**src/fcfs_waiting_time_scheduler_assert.svh**
```systemverilog
// assertion macros for the fcfs waiting-time scheduler
// used only by the top level; expects clk_i and rst_ni in scope
`ifndef FCFS_WAITING_TIME_SCHEDULER_ASSERT_SVH
`define FCFS_WAITING_TIME_SCHEDULER_ASSERT_SVH

// same-cycle implication
`define FCFS_ASSERT_NOW(lbl, ante, cons, msg) \
  lbl: assert property (@(posedge clk_i) disable iff (!rst_ni) (ante) |-> (cons)) \
    else $error(msg);

// next-cycle implication
`define FCFS_ASSERT_NEXT(lbl, ante, cons, msg) \
  lbl: assert property (@(posedge clk_i) disable iff (!rst_ni) (ante) |=> (cons)) \
    else $error(msg);

`endif

```
**src/fcfs_pkg.sv**
```systemverilog
// shared types and constants of the fcfs waiting-time scheduler
// no dependencies
package fcfs_pkg;

  localparam int MAX_PROCS = 16;
  localparam int IDX_W     = $clog2(MAX_PROCS);
  localparam int CNT_W     = $clog2(MAX_PROCS + 1);

  localparam int TAG_W     = 4;
  localparam int ARR_W     = 17;
  localparam int BURST_W   = 16;
  localparam int WAIT_W    = 20;
  localparam int TOTAL_W   = 24;

  // exit time is below 2^ARR_W + MAX_PROCS * 2^BURST_W
  localparam int EXIT_W    = BURST_W + IDX_W + 2;
  localparam int TOT_W     = EXIT_W + IDX_W;
  localparam int WSAT_W    = (EXIT_W > WAIT_W) ? EXIT_W : WAIT_W;
  localparam int TSAT_W    = (TOT_W > TOTAL_W) ? TOT_W : TOTAL_W;

  // sort key: arrival then load position, which keeps equal arrivals stable
  localparam int KEY_W     = ARR_W + IDX_W;

  localparam logic [WAIT_W-1:0]  WAIT_MAX  = '1;
  localparam logic [TOTAL_W-1:0] TOTAL_MAX = '1;

  typedef struct packed {
    logic [TAG_W-1:0]   tag;
    logic [ARR_W-1:0]   arr;
    logic [BURST_W-1:0] burst;
  } rec_t;

  typedef struct packed {
    logic clear_best;  // start a new scan
    logic advance;     // chosen record becomes the new lower bound
    logic restart;     // new set, no lower bound
  } sel_ctrl_t;

endpackage

```
**src/fcfs_rec_ram.sv**
```systemverilog
// process record store: one write port, one registered read port
// depends on fcfs_pkg
module fcfs_rec_ram import fcfs_pkg::*; (
  input  logic             clk_i,
  input  logic             we_i,
  input  logic [IDX_W-1:0] waddr_i,
  input  rec_t             wdata_i,
  input  logic [IDX_W-1:0] raddr_i,
  output rec_t             rdata_o
);

  rec_t mem_q [MAX_PROCS];
  rec_t rdata_q;

  always_ff @(posedge clk_i) begin
    if (we_i) begin
      mem_q[waddr_i] <= wdata_i;
    end
    rdata_q <= mem_q[raddr_i];
  end

  assign rdata_o = rdata_q;

endmodule

```
**src/fcfs_sel_unit.sv**
```systemverilog
// shared compare unit: finds the smallest key above the last one served
// depends on fcfs_pkg
module fcfs_sel_unit import fcfs_pkg::*; (
  input  logic             clk_i,
  input  logic             rst_ni,
  input  sel_ctrl_t        ctrl_i,
  input  logic             cand_vld_i,
  input  logic [IDX_W-1:0] cand_idx_i,
  input  rec_t             cand_rec_i,
  output rec_t             best_rec_o
);

  logic             best_vld_q, best_vld_d;
  logic             lo_vld_q, lo_vld_d;
  logic [KEY_W-1:0] best_key_q, best_key_d;
  logic [KEY_W-1:0] lo_key_q, lo_key_d;
  rec_t             best_rec_q, best_rec_d;
  logic [KEY_W-1:0] cand_key;
  logic             above_lo, below_best, take;

  assign cand_key   = {cand_rec_i.arr, cand_idx_i};
  assign above_lo   = !lo_vld_q || (cand_key > lo_key_q);
  assign below_best = !best_vld_q || (cand_key < best_key_q);
  assign take       = cand_vld_i && above_lo && below_best;

  always_comb begin
    best_vld_d = best_vld_q;
    best_key_d = best_key_q;
    best_rec_d = best_rec_q;
    lo_vld_d   = lo_vld_q;
    lo_key_d   = lo_key_q;
    if (ctrl_i.clear_best) begin
      best_vld_d = 1'b0;
    end else if (take) begin
      best_vld_d = 1'b1;
      best_key_d = cand_key;
      best_rec_d = cand_rec_i;
    end
    if (ctrl_i.restart) begin
      lo_vld_d = 1'b0;
    end else if (ctrl_i.advance) begin
      lo_vld_d = 1'b1;
      lo_key_d = best_key_q;
    end
  end

  always_ff @(posedge clk_i or negedge rst_ni) begin
    if (!rst_ni) begin
      best_vld_q <= 1'b0;
      lo_vld_q   <= 1'b0;
    end else begin
      best_vld_q <= best_vld_d;
      lo_vld_q   <= lo_vld_d;
    end
  end

  always_ff @(posedge clk_i) begin
    best_key_q <= best_key_d;
    best_rec_q <= best_rec_d;
    lo_key_q   <= lo_key_d;
  end

  assign best_rec_o = best_rec_q;

endmodule

```
**src/fcfs_waiting_time_scheduler.sv**
```systemverilog
// fcfs waiting-time scheduler top level: sequencer, wait arithmetic, output register
// depends on fcfs_pkg, fcfs_rec_ram, fcfs_sel_unit, fcfs_waiting_time_scheduler_assert.svh
//
//   channel  | handshake                 | payload
//   ---------+---------------------------+------------------------------------------
//   in       | in_valid_i / in_ready_o   | proc_tag, arrival_time, burst_time, last_item
//   out      | out_valid_o / out_ready_i | out_tag, out_arrival, out_burst,
//            |                           | wait_time, total_wait, last_result
//
// a request that does not close the set is taken while the sequencer stays in load
// a closed set is served by a sequential scan of the record store for each service
// position, and output stalls hold it further
// no request is taken from the closing request until the last result is taken
// reset clears the fill count and the sequencer; the record store is not cleared
`include "fcfs_waiting_time_scheduler_assert.svh"

module fcfs_waiting_time_scheduler import fcfs_pkg::*; (
  input  logic               clk_i,
  input  logic               rst_ni,
  input  logic               in_valid_i,
  output logic               in_ready_o,
  input  logic [TAG_W-1:0]   proc_tag_i,
  input  logic [ARR_W-1:0]   arrival_time_i,
  input  logic [BURST_W-1:0] burst_time_i,
  input  logic               last_item_i,
  output logic               out_valid_o,
  input  logic               out_ready_i,
  output logic [TAG_W-1:0]   out_tag_o,
  output logic [ARR_W-1:0]   out_arrival_o,
  output logic [BURST_W-1:0] out_burst_o,
  output logic [WAIT_W-1:0]  wait_time_o,
  output logic [TOTAL_W-1:0] total_wait_o,
  output logic               last_result_o
);

  typedef enum logic [4:0] {
    S_LOAD = 5'b00001,
    S_SCAN = 5'b00010,
    S_WAIT = 5'b00100,
    S_CALC = 5'b01000,
    S_EMIT = 5'b10000
  } state_e;

  state_e             state_q, state_d;
  logic [CNT_W-1:0]   cnt_q, cnt_d;
  logic [CNT_W-1:0]   pos_q, pos_d;
  logic [CNT_W-1:0]   scan_q, scan_d;
  logic               rd_vld_q, rd_vld_d;
  logic [IDX_W-1:0]   rd_idx_q;
  logic [EXIT_W-1:0]  prev_exit_q, prev_exit_d;
  logic [EXIT_W-1:0]  wait_raw_q, wait_raw_d;
  logic [TOT_W-1:0]   total_q, total_d;
  logic [WAIT_W-1:0]  wait_out_q, wait_out_d;
  logic [TOTAL_W-1:0] total_out_q, total_out_d;
  logic               last_q, last_d;

  logic               in_acc, room, we, issuing;
  sel_ctrl_t          sel_ctrl;
  rec_t               wr_rec, rd_rec, best_rec;
  logic [EXIT_W-1:0]  arr_ext, burst_ext, exit_base;
  logic [WSAT_W-1:0]  wait_ext;
  logic [TSAT_W-1:0]  total_ext;

  assign in_ready_o  = (state_q == S_LOAD);
  assign out_valid_o = (state_q == S_EMIT);
  assign in_acc      = in_valid_i && in_ready_o;
  assign room        = (cnt_q < CNT_W'(MAX_PROCS));
  assign we          = in_acc && room;
  assign issuing     = (scan_q < cnt_q);

  assign wr_rec.tag   = proc_tag_i;
  assign wr_rec.arr   = arrival_time_i;
  assign wr_rec.burst = burst_time_i;

  fcfs_rec_ram u_ram (
    .clk_i   (clk_i),
    .we_i    (we),
    .waddr_i (cnt_q[IDX_W-1:0]),
    .wdata_i (wr_rec),
    .raddr_i (scan_q[IDX_W-1:0]),
    .rdata_o (rd_rec)
  );

  fcfs_sel_unit u_sel (
    .clk_i      (clk_i),
    .rst_ni     (rst_ni),
    .ctrl_i     (sel_ctrl),
    .cand_vld_i (rd_vld_q),
    .cand_idx_i (rd_idx_q),
    .cand_rec_i (rd_rec),
    .best_rec_o (best_rec)
  );

  assign arr_ext   = EXIT_W'(best_rec.arr);
  assign burst_ext = EXIT_W'(best_rec.burst);
  // a nonzero wait means service starts at the previous exit
  assign exit_base = (wait_raw_q != '0) ? prev_exit_q : arr_ext;
  assign wait_ext  = WSAT_W'(wait_raw_q);
  assign total_ext = TSAT_W'(total_q + TOT_W'(wait_raw_q));

  always_comb begin
    state_d     = state_q;
    cnt_d       = cnt_q;
    pos_d       = pos_q;
    scan_d      = scan_q;
    rd_vld_d    = 1'b0;
    prev_exit_d = prev_exit_q;
    wait_raw_d  = wait_raw_q;
    total_d     = total_q;
    wait_out_d  = wait_out_q;
    total_out_d = total_out_q;
    last_d      = last_q;
    sel_ctrl    = '0;

    unique case (state_q)
      S_LOAD: begin
        if (in_acc) begin
          if (room) begin
            cnt_d = cnt_q + CNT_W'(1);
          end
          if (last_item_i) begin
            pos_d              = '0;
            scan_d             = '0;
            total_d            = '0;
            sel_ctrl.clear_best = 1'b1;
            sel_ctrl.restart    = 1'b1;
            state_d            = S_SCAN;
          end
        end
      end
      S_SCAN: begin
        rd_vld_d = issuing;
        if (issuing) begin
          scan_d = scan_q + CNT_W'(1);
        end else if (!rd_vld_q) begin
          state_d = S_WAIT;
        end
      end
      S_WAIT: begin
        if ((pos_q != '0) && (prev_exit_q > arr_ext)) begin
          wait_raw_d = prev_exit_q - arr_ext;
        end else begin
          wait_raw_d = '0;
        end
        state_d = S_CALC;
      end
      S_CALC: begin
        prev_exit_d      = exit_base + burst_ext;
        total_d          = total_q + TOT_W'(wait_raw_q);
        wait_out_d       = (wait_ext > WSAT_W'(WAIT_MAX)) ? WAIT_MAX
                                                          : wait_ext[WAIT_W-1:0];
        total_out_d      = (total_ext > TSAT_W'(TOTAL_MAX)) ? TOTAL_MAX
                                                            : total_ext[TOTAL_W-1:0];
        last_d           = (pos_q == (cnt_q - CNT_W'(1)));
        sel_ctrl.advance = 1'b1;
        state_d          = S_EMIT;
      end
      S_EMIT: begin
        if (out_ready_i) begin
          if (last_q) begin
            cnt_d   = '0;
            state_d = S_LOAD;
          end else begin
            pos_d               = pos_q + CNT_W'(1);
            scan_d              = '0;
            sel_ctrl.clear_best = 1'b1;
            state_d             = S_SCAN;
          end
        end
      end
      default: begin
        state_d = S_LOAD;
      end
    endcase
  end

  always_ff @(posedge clk_i or negedge rst_ni) begin
    if (!rst_ni) begin
      state_q  <= S_LOAD;
      cnt_q    <= '0;
      pos_q    <= '0;
      scan_q   <= '0;
      rd_vld_q <= 1'b0;
      last_q   <= 1'b0;
    end else begin
      state_q  <= state_d;
      cnt_q    <= cnt_d;
      pos_q    <= pos_d;
      scan_q   <= scan_d;
      rd_vld_q <= rd_vld_d;
      last_q   <= last_d;
    end
  end

  always_ff @(posedge clk_i) begin
    rd_idx_q    <= scan_q[IDX_W-1:0];
    prev_exit_q <= prev_exit_d;
    wait_raw_q  <= wait_raw_d;
    total_q     <= total_d;
    wait_out_q  <= wait_out_d;
    total_out_q <= total_out_d;
  end

  assign out_tag_o     = best_rec.tag;
  assign out_arrival_o = best_rec.arr;
  assign out_burst_o   = best_rec.burst;
  assign wait_time_o   = wait_out_q;
  assign total_wait_o  = total_out_q;
  assign last_result_o = last_q;

  `FCFS_ASSERT_NOW(a_no_overlap, out_valid_o, !in_ready_o, "input taken while a result is pending")
  `FCFS_ASSERT_NOW(a_cnt_range, 1'b1, cnt_q <= CNT_W'(MAX_PROCS), "fill count beyond capacity")
  `FCFS_ASSERT_NOW(a_pos_range, out_valid_o, pos_q < cnt_q, "service position beyond set size")
  `FCFS_ASSERT_NEXT(a_back_to_load, out_valid_o && out_ready_i && last_result_o, in_ready_o && (cnt_q == '0), "no return to load after final result")

endmodule

```
**config.mk**
```make
export PLATFORM = sky130hd
export DESIGN_NAME = fcfs_waiting_time_scheduler
export DESIGN_NICKNAME = d
export VERILOG_FILES = /design/src/fcfs_pkg.sv /design/src/fcfs_rec_ram.sv /design/src/fcfs_sel_unit.sv /design/src/fcfs_waiting_time_scheduler.sv
export VERILOG_INCLUDE_DIRS = /design/src /design/src/src
export SDC_FILE = /design/constraint.sdc
export NUM_CORES = 1
export LEC_CHECK = 0
export BUFFER_PORTS_ARGS = -buffer_cell sky130_fd_sc_hd__buf_2
export CAP_MARGIN = 25
export CORE_UTILIZATION = 60
export CTS_CLUSTER_SIZE = 8
export DETAILED_ROUTE_END_ITERATION = 7
export PLACE_DENSITY = 0.78
export SYNTH_ARGS = -nofsm -noshare
export SYNTH_HDL_FRONTEND = slang
export SYNTH_SLANG_ARGS = --single-unit
```
**constraint.sdc**
```tcl
create_clock -name clk_i -period 6.9 [get_ports clk_i]
set_input_delay 1.38 -clock clk_i [delete_from_list [all_inputs] [get_ports clk_i]]
set_output_delay 1.38 -clock clk_i [all_outputs]
set_load 0.02 [all_outputs]
```
; Word-level counts from Yosys, hierarchy flattened
; Memories as Yosys holds them, arrays and structs flattened. A register that Yosys moved wholly into a read port is not among the register bits.
; Cells that the tools add are included.
[op_classes]
n_addsub = 7
bitwise_logic = 2
magnitude_cmp = 7
n_eq_ne = 15
n_mux = 39
reduce_logical = 23
[ops]
columns = op, count
row1 = 5-bit two-way mux, 16
row2 = 26-bit two-way mux, 2
row3 = 26-bit one-hot mux with 2 select lines, 1
row4 = 26-bit by 22-bit adder with 26-bit output, 1
row5 = 26-bit by 24-bit greater-than comparator with 1-bit output (second input constant), 1
row6 = 5-bit one-hot mux with 5 select lines, 1
row7 = 22-bit by 16-bit adder with 22-bit output, 1
row8 = 22-bit by 17-bit greater-than comparator with 1-bit output, 1
row9 = 22-bit by 20-bit greater-than comparator with 1-bit output (second input constant), 1
row10 = 22-bit two-way mux, 1
row11 = 22-bit nonzero test, 1
row12 = 22-bit by 17-bit subtractor with 22-bit output, 1
row13 = 21-bit greater-than comparator, 1
row14 = 21-bit less-than comparator, 1
row15 = 5-bit one-hot mux with 2 select lines, 2
row16 = 5-bit by 1-bit adder with 5-bit output (second input constant), 3
row17 = 5-bit one-hot mux with 3 select lines, 1
row18 = 5-bit AND reduction, 3
row19 = 1-bit two-way mux, 13
row20 = 2-bit by 1-bit != test with 1-bit output (second input constant), 5
row21 = 2-bit != test (second input constant), 4
row22 = 2-bit nonzero test, 4
row23 = 6-bit AND reduction, 1
row24 = 5-bit by 1-bit equality test with 1-bit output (second input constant), 1
row25 = other kinds (18), 26
[totals]
ram_bits = 592
output_inout_bits = 84
in_bits = 42
memories = 1
regBits = 221
[mem_list]
columns = name, depth, width, read_ports, rd_ports_with_merged_regs, write_ports, line
row1 = u_ram.mem_q, 16, 37, 1, 1, 1, fcfs_rec_ram.sv:12  ; rec_t mem_q [MAX_PROCS];

; Longest topological paths before layout
; Gate-level depths: netlist of the first run.
[depth]
word_depth = 6
ltp_mapped = 16
depth_no_buf = 15

; By module
; From an unflattened synthesis of the first run, not the netlist that was laid out.
[hier_totals]
cells_unflattened = 1985
hier_area_um2 = 34438.0
[modules_own_cells]
columns = mod, seq_area_each_um2, cells_per_inst, n_inst, area_per_inst_um2
row1 = fcfs_rec_ram, 18517.8, 963, 1, 22942.0
row2 = fcfs_waiting_time_scheduler, 4055.1, 786, 1, 8383.0
row3 = fcfs_sel_unit, 1911.8, 236, 1, 3113.0

; Least setup slack after synthesis of the first run
; Ideal clock, no wire load.
[synth_path]
kind = input-to-reg
startpoint = in last_item_i
endpoint = reg u_sel.best_key_q[0] (enable)
path_stages = 5
setup_time_ps = 502
arrival_time_ps = 5026
slack_ps = 1371
n_path_buf = 0
cell_sequence = and3_1 > nor2_1 > nand3_1 > a21oi_1 > a21boi_0
[synth_between]
elab_chain_len = 5
[synth_lines]
columns = element, line
row1 = "start, declared", fcfs_waiting_time_scheduler.sv:25  ; input logic last_item_i,
row2 = 1-bit two-way mux, fcfs_waiting_time_scheduler.sv:121  ; if (last_item_i) begin
row3 = 1-bit two-way mux, fcfs_waiting_time_scheduler.sv:117  ; if (in_acc) begin
row4 = 1-bit one-hot mux with 2 select lines, fcfs_waiting_time_scheduler.sv:115  ; unique case (state_q)
row5 = 1-bit inverter (no source line), --
row6 = 2-bit AND reduction (no source line), --
row7 = "end signal, assigned", fcfs_sel_unit.sv:58  ; best_key_q <= best_key_d;
row8 = "end, declared", fcfs_sel_unit.sv:15  ; logic [KEY_W-1:0] best_key_q, best_key_d;
; Every way passes these cells.
; A chain may end at the register's enable or synchronous reset.

; Worst setup path in the final report of the first run
[layout_path]
startpoint = reg wait_raw_q[21], in the netlist wait_ext[21]
endpoint = reg prev_exit_q[19] (data pin)
[layout_between]
elab_chain_len = 3
[layout_lines]
columns = element, line
row1 = "start, declared", fcfs_waiting_time_scheduler.sv:51  ; logic [EXIT_W-1:0] wait_raw_q, wait_raw_d;
row2 = "start signal, assigned", fcfs_waiting_time_scheduler.sv:198  ; wait_raw_q <= wait_raw_d;
row3 = 22-bit nonzero test, fcfs_waiting_time_scheduler.sv:97  ; assign exit_base = (wait_raw_q != '0) ? prev_exit_q : arr_ext;
row4 = 22-bit two-way mux, fcfs_waiting_time_scheduler.sv:97
row5 = 22-bit by 16-bit adder with 22-bit output, fcfs_waiting_time_scheduler.sv:148  ; prev_exit_d = exit_base + burst_ext;
row6 = "end signal, assigned", fcfs_waiting_time_scheduler.sv:197  ; prev_exit_q <= prev_exit_d;
row7 = "end, declared", fcfs_waiting_time_scheduler.sv:50  ; logic [EXIT_W-1:0] prev_exit_q, prev_exit_d;
; Every way passes these cells.

==> impl_metrics.json, run 1 <==
{
  "netlist.area_leader.share": 0.668,
  "finalHoldViolCount": 0,
  "drt-total-wl_mm": 83.5,
  "antenna_found_initial": 4,
  "p_per_area_nw_per_um2": 337,
  "drtPass1Iterations": 6,
  "ys_seq_area_frac": 0.709,
  "slew_headroom": 0.402,
  "vias_per_cell": 6.40,
  "cts_buffers": 114,
  "synth_top_family_by_area": "multiplexers",
  "setup-tns-final_ns": 0,
  "syn_inst": 1916,
  "synth-xor-area-share": 0.0160,
  "synth_adder_area_share": 0.0409,
  "path_class": "flip-flop to flip-flop",
  "cp-start-kind": "flip-flop",
  "cts_hold_buf": 0,
  "syn2layout_area_growth_pct": 14.7,
  "setup_violations": 0,
  "cts_tree": "yes",
  "grt_overflow": 0,
  "port_buffers": 125,
  "die_x_um": 242,
  "irDropWorstVdd_uv": 244,
  "finClkSkew_ns": 0.0229,
  "p_leak_nw": 13.6,
  "holdWs_ns": 0.396,
  "muxShareOfSynthArea": 0.123,
  "synth_fp_nets": 2069,
  "syn_avg_cell_area_um2": 18.0,
  "drt_iter0_markers": 1825,
  "async_flop_share": 0.0288,
  "cts_max_path_buffers": 3,
  "post-route-period-util": 0.728,
  "postRouteAntennaNets": 0,
  "initial_core_util": 0.610,
  "ys_top_cells_by_area": "edfxtp_1 67%, mux4_2 12%, ha_1 3.9%",
  "fin_crit_ns": 5.02,
  "synth_cell_types": 67,
  "num-nets-final": 2262,
  "clock-sinks": 833,
  "clk_latency_ns": 0.68,
  "gp_congestion": 0.942,
  "synth-main-ff-cell": "edfxtp_1",
  "grt_max_degree": 74,
  "post_drt_wl_per_cell_um": 28.2,
  "cp-end-kind": "flip-flop",
  "max_cap_viol_count": 0,
  "io_pins": 126,
  "synth-compound-area-share": 0.0413,
  "nFillCells": 3401,
  "dp_hpwl_mm": 45.6,
  "track_usage": 0.288,
  "cts_resized": 0,
  "design_power_total_w": 0.0134,
  "synth_edf_count": 768,
  "grt_setup_unrepaired": "no",
  "vias": 19000,
  "drive_above_1_share": 0.240,
  "post_cts_buffers": 0,
  "grt_pass1_vias": 19500,
  "core_um2": 56600,
  "cp.required_ns": 7.32,
  "tightestPinTransition_ns": 0.888,
  "fp-row-count": 87,
  "h-tree-depth": 3,
  "status": "complete, no violations",
  "max_freq_mhz": 199,
  "yosysTopAreaCell": "edfxtp_1",
  "synth.cell_area_um2": 34500,
  "cp.arrival_ns": 5.44,
  "die_h_um": 242,
  "grt_pass1_wl_mm": 124,
  "yosys.area_share.simple": 0.0503,
  "die_area_um2": 58500,
  "cts_root_buf": "clkbuf_16",
  "ys_ff_latch": 833,
  "ys_warn_count": 0,
  "clk_pin_slew_ns": 0.05,
  "drc": 0,
  "hp-class": "flip-flop to flip-flop",
  "worstPathMaxFanout": 31,
  "finalMaxSlewViolations": 0
}
[area by class of cell]
cell class                      count  area [µm²]  share of cell area
Antenna cell                        2        5.00            0.000126
Clock buffer                      205        3230              0.0814
Clock inverter                      7         165             0.00417
Inverter                           70         263             0.00663
Multi-Input combinational cell    930        9500               0.240
Sequential cell                   833       24500               0.618
Tap cell                          756         946              0.0239
Timing Repair Buffer              160        1010              0.0255
[sequential cells by signal, indices dropped and copies added, names as in the netlist, 4 cells and up]
register / count
u_sel.best_key_q: 21
rd_idx_q: 4
cnt_q: 5
state_q: 5
u_ram.rdata_o: 37
wait_ext: 22
total_q: 26
pos_q: 5
u_ram.mem_q: 592
wait_time_o: 20
u_sel.best_rec_o: 20
scan_q: 5
total_wait_o: 24
prev_exit_q: 22
u_sel.lo_key_q: 21
[through the flow]
| stage | utilization | setup slack, ns | area, µm² | instances |
|---|---|---|---|---|
| global placement | 0.637 | 2.14 | 36000 | 2743 |
| global route | 0.700 | 1.58 | 39600 | 2961 |
| finish | 0.700 | 1.88 | 39600 | 2963 |
| detailed placement | 0.638 | 2.02 | 36100 | 2745 |
| floorplan | - | 1.37 | 34500 | 1916 |
| CTS | 0.698 | 1.96 | 39500 | 2957 |
[worst paths after layout]
path / startpoint / to / slack (ns) / cells past startpoint
worst max-delay path: wait_ext[21]$_SDFFCE_PN0P_ / prev_exit_q[19]$_DFFE_PP_ / 1.88 / 15
worst min-delay path: u_ram.rdata_o[34]$_DFF_P_ / u_sel.best_rec_o[34]$_DFFE_PP_ / 0.40 / 0
worst max register to register: wait_ext[21]$_SDFFCE_PN0P_ / prev_exit_q[19]$_DFFE_PP_ / 1.88 / 15
worst min register to register: u_ram.rdata_o[34]$_DFF_P_ / u_sel.best_rec_o[34]$_DFFE_PP_ / 0.40 / 0
max in group asynchronous: rst_ni / scan_q[1]$_DFFE_PN0P_ / 5.73 / 1
min in group asynchronous: rst_ni / scan_q[4]$_DFFE_PN0P_ / 0.71 / 1
[cells in the mapped netlist, types with 4 or more instances]
cell        n
and3_1     16
nor3_1     21
xor2_1     33
dfxtp_1    41
a21boi_0    5
nor2b_1    11
nand2_1    73
buf_4      17
o211ai_1    8
o21ai_0    62
nand4_1    18
dfrtp_1    23
nand3_1    13
a21o_1     28
a221o_1     4
nor2_1    108
buf_1      13
o21bai_1    6
o21a_1     12
edfxtp_1  768
nand3b_1    6
xnor2_1    30
ha_1      108
a211oi_1    6
mux4_2    185
clkbuf_1   50
inv_1      70
nor4_1     13
nand2_2    21
a21oi_1    46
o31ai_1     7
or3_1      23
nand2b_1   15
[report_power, final]
group          internal, W  switching (W)
Combinational     0.000899        0.00110
Sequential         0.00585       0.000242
Clock              0.00314        0.00212
Total              0.00989        0.00346
[logic make-up (layout without fill, tap and decap cells)]
| logic type | Yosys count | in the layout |
|---|---|---|
| compound gates | 213 | 213 |
| xor+xnor | 63 | 63 |
| fa+ha+maj | 111 | 111 |
| buf+inv | 153 | 442 |
| flops | 833 | 833 |
| mux | 191 | 191 |
| other cells | 0 | 2 |
| simple gates | 352 | 352 |
[layer usage]
metal / global-route usage / vias up / wire, µm
li1: - / 8006 / -
met1: 0.372 / 9722 / 31200
met2: 0.497 / 1060 / 43300
met3: 0.0534 / 167 / 6740
met4: 0.0934 / 6 / 2210
met5: 0 / - / 29
[worst max-delay path, cell delays in order (launching register included)]
cell and delay [ns]:
edfxtp_1 0.64, or3_1 0.50, nor4_2 0.26, buf_4 0.22, inv_1 0.38, nand2_1 0.18
o21ai_0 0.10, ha_1 0.37, o21ai_0 0.25, o211ai_1 0.13, nand2_1 0.12, a21oi_1 0.09
o41ai_1 0.57, o21ai_0 0.36, o21ai_0 0.26, mux2_2 0.35
[cells in the final DEF (no fill, tap or decap), types with 29 or more instances in the layout]
cell type	synthesis	final
buf_4	17	29
xor2_1	33	33
ha_1	108	108
buf_2	0	125
inv_1	70	69
o21ai_0	62	61
mux4_2	185	185
clkbuf_16	0	115
a21oi_1	46	46
nor2_1	108	96
xnor2_1	30	30
clkbuf_1	50	89
dfxtp_1	41	41
nand2_1	73	73
edfxtp_1	768	768
No activity file was read; power rests on OpenSTA's default activity.
==> run 2: changes to the inputs <==
--- a/config.mk
+++ b/config.mk
@@ -6,12 +6,13 @@
 export SDC_FILE = /design/constraint.sdc
 export NUM_CORES = 1
 export LEC_CHECK = 0
+export ABC_AREA = 1
 export BUFFER_PORTS_ARGS = -buffer_cell sky130_fd_sc_hd__buf_2
 export CAP_MARGIN = 25
-export CORE_UTILIZATION = 60
+export CORE_UTILIZATION = 56
 export CTS_CLUSTER_SIZE = 8
 export DETAILED_ROUTE_END_ITERATION = 7
-export PLACE_DENSITY = 0.78
+export PLACE_DENSITY = 0.76
 export SYNTH_ARGS = -nofsm -noshare
 export SYNTH_HDL_FRONTEND = slang
 export SYNTH_SLANG_ARGS = --single-unit
==> constraint.sdc (replaced) <==
create_clock -name clk_i -period 4.6 [get_ports clk_i]
set_input_delay 0.92 -clock clk_i [delete_from_list [all_inputs] [get_ports clk_i]]
set_output_delay 0.92 -clock clk_i [all_outputs]
set_load 0.02 [all_outputs]
==> run 2 against run 1 <==
  * Register-to-register slack worse by 0.93 ns
  * Wire length up 11%
  * Combinational power rose to 3.0 times the previous value
  * Global-route usage down 1.0 points
  * Total power up 75%
  * Clock skew up 0.0093 ns
  * Critical path depth up 2
  * Critical path type unchanged
==> impl_metrics.json, run 2 <==
{
  "grt_max_degree": 200,
  "cp-start-kind": "flip-flop",
  "vias": 24600,
  "setup-tns-final_ns": 0,
  "cts_buffers": 114,
  "initial_core_util": 0.567,
  "finalMaxSlewViolations": 0,
  "holdWs_ns": 0.242,
  "final_cell_mix": "768 x edfxtp_1, 464 x nor2_1, 409 x nand2_1",
  "netlist.area_leader.share": 0.632,
  "tightestPinTransition_ns": 1.10,
  "met3_length_mm": 7.32,
  "die_area_um2": 66200,
  "syn2layout_area_growth_pct": 13.1,
  "setup_ws_ns": 0.944,
  "top_register": "u_ram.mem_q",
  "drc": 0,
  "vias_per_cell": 5.98,
  "syn_inst": 3038,
  "routed-wl-met2_mm": 44.3,
  "synth-compound-area-share": 0.0834,
  "synth_edf_count": 768,
  "cts_resized": 0,
  "fp-row-count": 93,
  "drt_iter0_markers": 3001,
  "path_class": "flip-flop to flip-flop",
  "status": "complete, no violations",
  "synth-main-ff-cell": "edfxtp_1",
  "fin_crit_ns": 3.66,
  "cp.arrival_ns": 4.09,
  "async_flop_share": 0.0288,
  "grt_overflow": 0,
  "finClkSkew_ns": 0.0322,
  "largest_register_ffs": 592,
  "post_drt_wl_per_cell_um": 22.5,
  "design_power_total_w": 0.0234,
  "antenna_found_initial": 11,
  "ys_warn_count": 0,
  "drive_above_1_share": 0.124,
  "postRouteAntennaNets": 0,
  "grt_pass1_wl_mm": 140,
  "dp_cells": 3918,
  "ys_seq_area_frac": 0.671,
  "r2r_start": "wait_ext[21]$_SDFFCE_PN0P_",
  "wl_met1_mm": 37.9,
  "cp.required_ns": 5.03,
  "cts_tree": "yes",
  "ys_ff_latch": 833,
  "irDropWorstVdd_uv": 407,
  "crit_start": "wait_ext[21]$_SDFFCE_PN0P_",
  "core_um2": 64300,
  "dp_slack_ns": 1.02,
  "port_buffers": 125,
  "stdcell_count": 4112,
  "cts_max_path_buffers": 3,
  "cts_root_buf": "clkbuf_16",
  "cts_hold_buf": 0,
  "synth-xor-area-share": 0.0110,
  "max_freq_mhz": 274,
  "dp_hpwl_mm": 58.3,
  "post-route-period-util": 0.795,
  "syn_avg_cell_area_um2": 12.0,
  "num-nets-final": 3332,
  "post_cts_buffers": 0,
  "synth_most_common_cell": "edfxtp_1",
  "ys_top_cells_by_area": "edfxtp_1 63%, nor2_1 5.0%, nand2_1 4.2%",
  "finalHoldViolCount": 0,
  "hp-class": "input pin to async pin",
  "final_common_cell": "edfxtp_1",
  "grt_setup_unrepaired": "no",
  "synth_cell_types": 55,
  "synth_top_family_by_area": "simple AND/OR/NAND/NOR gates",
  "clock-sinks": 833,
  "drtPass1Iterations": 7,
  "io_pins": 126,
  "die_x_um": 257,
  "muxShareOfSynthArea": 0.0170,
  "synth.cell_area_um2": 36500,
  "yosys.area_share.simple": 0.136,
  "p_per_area_nw_per_um2": 567,
  "cp-end-kind": "flip-flop",
  "synth_adder_area_share": 0.0387,
  "grt_pass1_vias": 23900,
  "h-tree-depth": 3,
  "yosysTopAreaCell": "edfxtp_1",
  "drt-total-wl_mm": 92.7,
  "gp_congestion": 0.965,
  "routed.top_layer": "met5",
  "nFillCells": 4742,
  "clk_latency_ns": 0.70,
  "clk_pin_slew_ns": 0.05,
  "p_leak_nw": 15.1,
  "track_usage": 0.278,
  "max_cap_viol_count": 0,
  "synth_commonest_cells": "768 x edfxtp_1, 482 x nor2_1, 409 x nand2_1",
  "synth_fp_nets": 3191,
  "setup_violations": 0,
  "worstPathMaxFanout": 25,
  "slew_headroom": 0.266,
  "die_h_um": 257
}
run 2: cell types whose count changed after synthesis, sizes merged, moves of 23 or more:
cell	delta
mux4	-185
a21oi	+44
or3	-23
nand3	+149
inv	+126
nor2	+384
mux2i	+60
o32ai	+74
buf	+53
o221ai	+48
nand2	+331
o21ai	+154
run 2: layout make-up:
cell class / count / area [µm²] / share of cell area
flip-flops and latches: 833 / 24500 / 0.594
clock inverters: 8 / 174 / 0.00421
well taps: 855 / 1070 / 0.0259
clock buffers: 183 / 3120 / 0.0757
inverters: 197 / 744 / 0.0180
repair buffers: 171 / 1070 / 0.0258
diodes: 3 / 7.51 / 0.000182
multi-input cells: 1862 / 10600 / 0.257
run 2: power by group:
part / internal (W) / switching, W / total (W)
Combinational: 0.00188 / 0.00417 / 0.00605
Clock: 0.00459 / 0.00310 / 0.00770
Sequential: 0.00909 / 0.000535 / 0.00963
Total: 0.0156 / 0.00781 / 0.0234
run 2: critical path: stages (launching register included):
cell      delay [ns]
edfxtp_1        0.40
or2_1           0.47
nor2_4          0.20
nand3_2         0.38
buf_4           0.36
nand2_1         0.07
o21ai_0         0.09
ha_1            0.39
nand2_1         0.10
nor2_1          0.14
and3_1          0.16
nand2_1         0.05
nand2_1         0.12
nand3_1         0.12
nand2_1         0.16
nand2_1         0.07
nand2_1         0.06
nand2_1         0.05
run 2: logic make-up after synthesis:
kind of cell / Yosys count
compound gates: 487
xor+xnor: 46
fa+ha+maj: 111
buf+inv: 343
flops: 833
mux: 62
simple gates: 1156
run 2: per-stage QoR:
step                      utilization  cell area [µm²]
after global routing            0.641            41300
after floorplan                     -            36500
after global placement          0.589            37900
after CTS                       0.641            41300
final                           0.641            41300
after detailed placement        0.590            38000
run 2: final timing paths:
check	to	slack, ns	depth (start not counted)
min reg2reg	u_sel.best_rec_o[34]$_DFFE_PP_	0.40	0
max	prev_exit_q[21]$_DFFE_PP_	0.94	17
min in group clk_i	u_sel.best_rec_o[34]$_DFFE_PP_	0.40	0
min	state_q[4]$_DFFE_PN0P_	0.24	1
max in group asynchronous	scan_q[1]$_DFFE_PN0P_	3.91	1
max reg2reg	prev_exit_q[21]$_DFFE_PP_	0.94	17
run 2: routing by layer:
metal / vias to the layer above / track usage
met3: 193 / 0.0368
met2: 1226 / 0.450
met5: - / 0
met4: 4 / 0.117
met1: 12000 / 0.380
li1: 11200 / -
==> run 3: changes to the inputs <==
==> constraint.sdc (replaced) <==
create_clock -name clk_i -period 3 [get_ports clk_i]
set_input_delay 0.6 -clock clk_i [delete_from_list [all_inputs] [get_ports clk_i]]
set_output_delay 0.6 -clock clk_i [all_outputs]
set_load 0.02 [all_outputs]
==> run 3 against run 2 <==
  * Clock power increased by 55%
  * Total power up 54%
  * Combinational power rose by 57%
  * Wire length up 1.3%
  * Final area is 2.0% higher
  * Worst setup slack got worse by 0.84 ns
  * Critical path type unchanged
  * Critical endpoint unchanged
  * Largest power group unchanged
  * Highest routed layer unchanged
==> impl_metrics.json, run 3 (same netlist as run 2, synthesis figures left out) <==
{
  "status": "complete, no violations",
  "irDropWorstVdd_uv": 594,
  "grt_pass1_wl_mm": 142,
  "design_power_total_w": 0.0361,
  "drt-total-wl_mm": 93.8,
  "nFillCells": 4506,
  "clk_latency_ns": 0.69,
  "stdcell_count": 4198,
  "initial_core_util": 0.567,
  "grt_overflow": 0,
  "core_um2": 64300,
  "cp.arrival_ns": 3.32,
  "register_area_um2": 24500,
  "post_drt_wl_per_cell_um": 22.3,
  "cts_buffers": 114,
  "antenna_found_initial": 11,
  "cp-start-kind": "flip-flop",
  "gp_congestion": 0.945,
  "clock-sinks": 833,
  "postRouteAntennaNets": 0,
  "seqPwrFrac": 0.407,
  "cp.required_ns": 3.42,
  "vias": 25000,
  "track_usage": 0.282,
  "final_cell_mix": "768 x edfxtp_1, 461 x nor2_1, 406 x nand2_1",
  "switchingPower_w": 0.0119,
  "final_common_cell": "edfxtp_1",
  "design_area_um2": 42100,
  "power_frac_comb": 0.264,
  "cp-end-kind": "flip-flop",
  "die_x_um": 257,
  "dp_hpwl_mm": 56.4,
  "die_h_um": 257,
  "grt_setup_unrepaired": "yes",
  "drtPass1Iterations": 8,
  "sw_frac_of_total": 0.330,
  "post-route-period-util": 0.965,
  "clk_pin_slew_ns": 0.06,
  "port_buffers": 125,
  "max_freq_mhz": 345,
  "holdWs_ns": 0.280,
  "finalMaxSlewViolations": 0,
  "h-tree-depth": 3,
  "hp-class": "input pin to flip-flop",
  "fp-row-count": 93,
  "io_pins": 126,
  "internal_power_w": 0.0241,
  "syn2layout_area_growth_pct": 15.4,
  "place_area_um2": 38600,
  "cts_tree": "yes",
  "worstPathMaxFanout": 23,
  "fin_crit_ns": 2.90,
  "cts_max_path_buffers": 3,
  "grt_max_degree": 119,
  "path_class": "flip-flop to flip-flop",
  "p_leak_nw": 15.4,
  "dp_cells": 3964,
  "num-nets-final": 3392,
  "die_area_um2": 66200,
  "vias_per_cell": 5.97,
  "max_cap_viol_count": 0,
  "tightestPinTransition_ns": 0.877,
  "drive_above_1_share": 0.143,
  "finClkSkew_ns": 0.0385,
  "setup_violations": 0,
  "p_per_area_nw_per_um2": 857,
  "slew_headroom": 0.415,
  "drc": 0,
  "drt_iter0_markers": 2868,
  "grt_pass1_vias": 24600,
  "top_register": "u_ram.mem_q",
  "cts_root_buf": "clkbuf_16",
  "multiInputGateArea_um2": 10700,
  "finalHoldViolCount": 0,
  "largest_register_ffs": 592,
  "clockPowerShare": 0.329
}
[run 3: cell types whose count changed in the layout (fill, tap and decap cells not counted), moves of 3 or more]
cell,previous run,this run
buf_4,38,76
clkbuf_1,68,91
buf_12,7,27
diode_2,3,8
inv_16,0,4
clkinv_16,4,1
clkinv_8,3,0
nand2_1,409,406
nor2_1,464,461
o21ai_0,213,210
o21ai_1,2,5
[run 3: metal layers]
layer	global-route usage	part of all wire	up-vias
li1	-	-	11300
met1	0.364	0.39	12200
met2	0.467	0.49	1244
met3	0.0475	0.082	248
met4	0.133	0.036	6
met5	0	0.00050	-
[run 3: what timing repair did]
action / in CTS / in global routing
setup endpoints to repair: 2 / 16
resized for setup: 3 / 20
buffers inserted: 4 / 9
pin swaps: 4 / 9
hold buffers: 1 / 0
hold endpoints to repair: 23 / 0
[run 3: worst paths after layout]
path	depth (start not counted)	start	slack (ns)	end
setup / recovery	19	wait_ext[21]$_SDFFCE_PN0P_	0.10	prev_exit_q[21]$_DFFE_PP_
hold / removal	4	last_item_i	0.28	state_q[0]$_DFFE_PN1P_
setup reg to reg	19	wait_ext[21]$_SDFFCE_PN0P_	0.10	prev_exit_q[21]$_DFFE_PP_
hold reg to reg	0	u_ram.rdata_o[13]$_DFF_P_	0.40	u_sel.best_rec_o[13]$_DFFE_PP_
max in group asynchronous	2	rst_ni	1.99	scan_q[0]$_DFFE_PN0P_
min in group asynchronous	2	rst_ni	0.58	scan_q[3]$_DFFE_PN0P_
[run 3: metrics by stage]
step	setup WS (ns)	util	setup TNS (ns)
floorplan	-0.340	-	-162.62
global placement	0.0420	0.599	0
detailed placement	-0.0764	0.599	-0.141
CTS	0.0289	0.652	0
global route	-0.0543	0.654	-0.168
finish	0.104	0.654	0
[run 3: power groups by stage]
stage	combinational (W)	clock (W)	sequential (W)
2_1_floorplan	0.00660	0	0.0145
4_1_cts	0.00937	0.0120	0.0147
3_3_place_gp	0.00893	0	0.0148
5_1_grt	0.0104	0.0125	0.0148
3_5_place_dp	0.00925	0	0.0149
6_report	0.00950	0.0119	0.0147
[run 3: layout make-up]
| class | instances | area share |
|---|---|---|
| Sequential cell | 833 | 0.582 |
| Multi-Input combinational cell | 1862 | 0.253 |
| Clock buffer | 205 | 0.0759 |
| Timing Repair Buffer | 231 | 0.0425 |
| Tap cell | 855 | 0.0254 |
| Inverter | 197 | 0.0177 |
| Clock inverter | 7 | 0.00303 |
| Antenna cell | 8 | 0.000476 |
[run 3: worst max-delay path, cell delays in order (launching register included)]
cell and delay [ns]:
edfxtp_1 0.39, or2_4 0.28, nor2_4 0.13, nand3_2 0.11
buf_12 0.16, buf_8 0.16, nand2_1 0.07, o21ai_1 0.07
ha_1 0.33, buf_4 0.16, nand2_1 0.06, nand2_1 0.07
nand2_1 0.07, nand2_1 0.07, a21oi_2 0.12, nand2_2 0.10
nand3_4 0.11, nand2_4 0.07, nand3_1 0.07, nand2_1 0.06
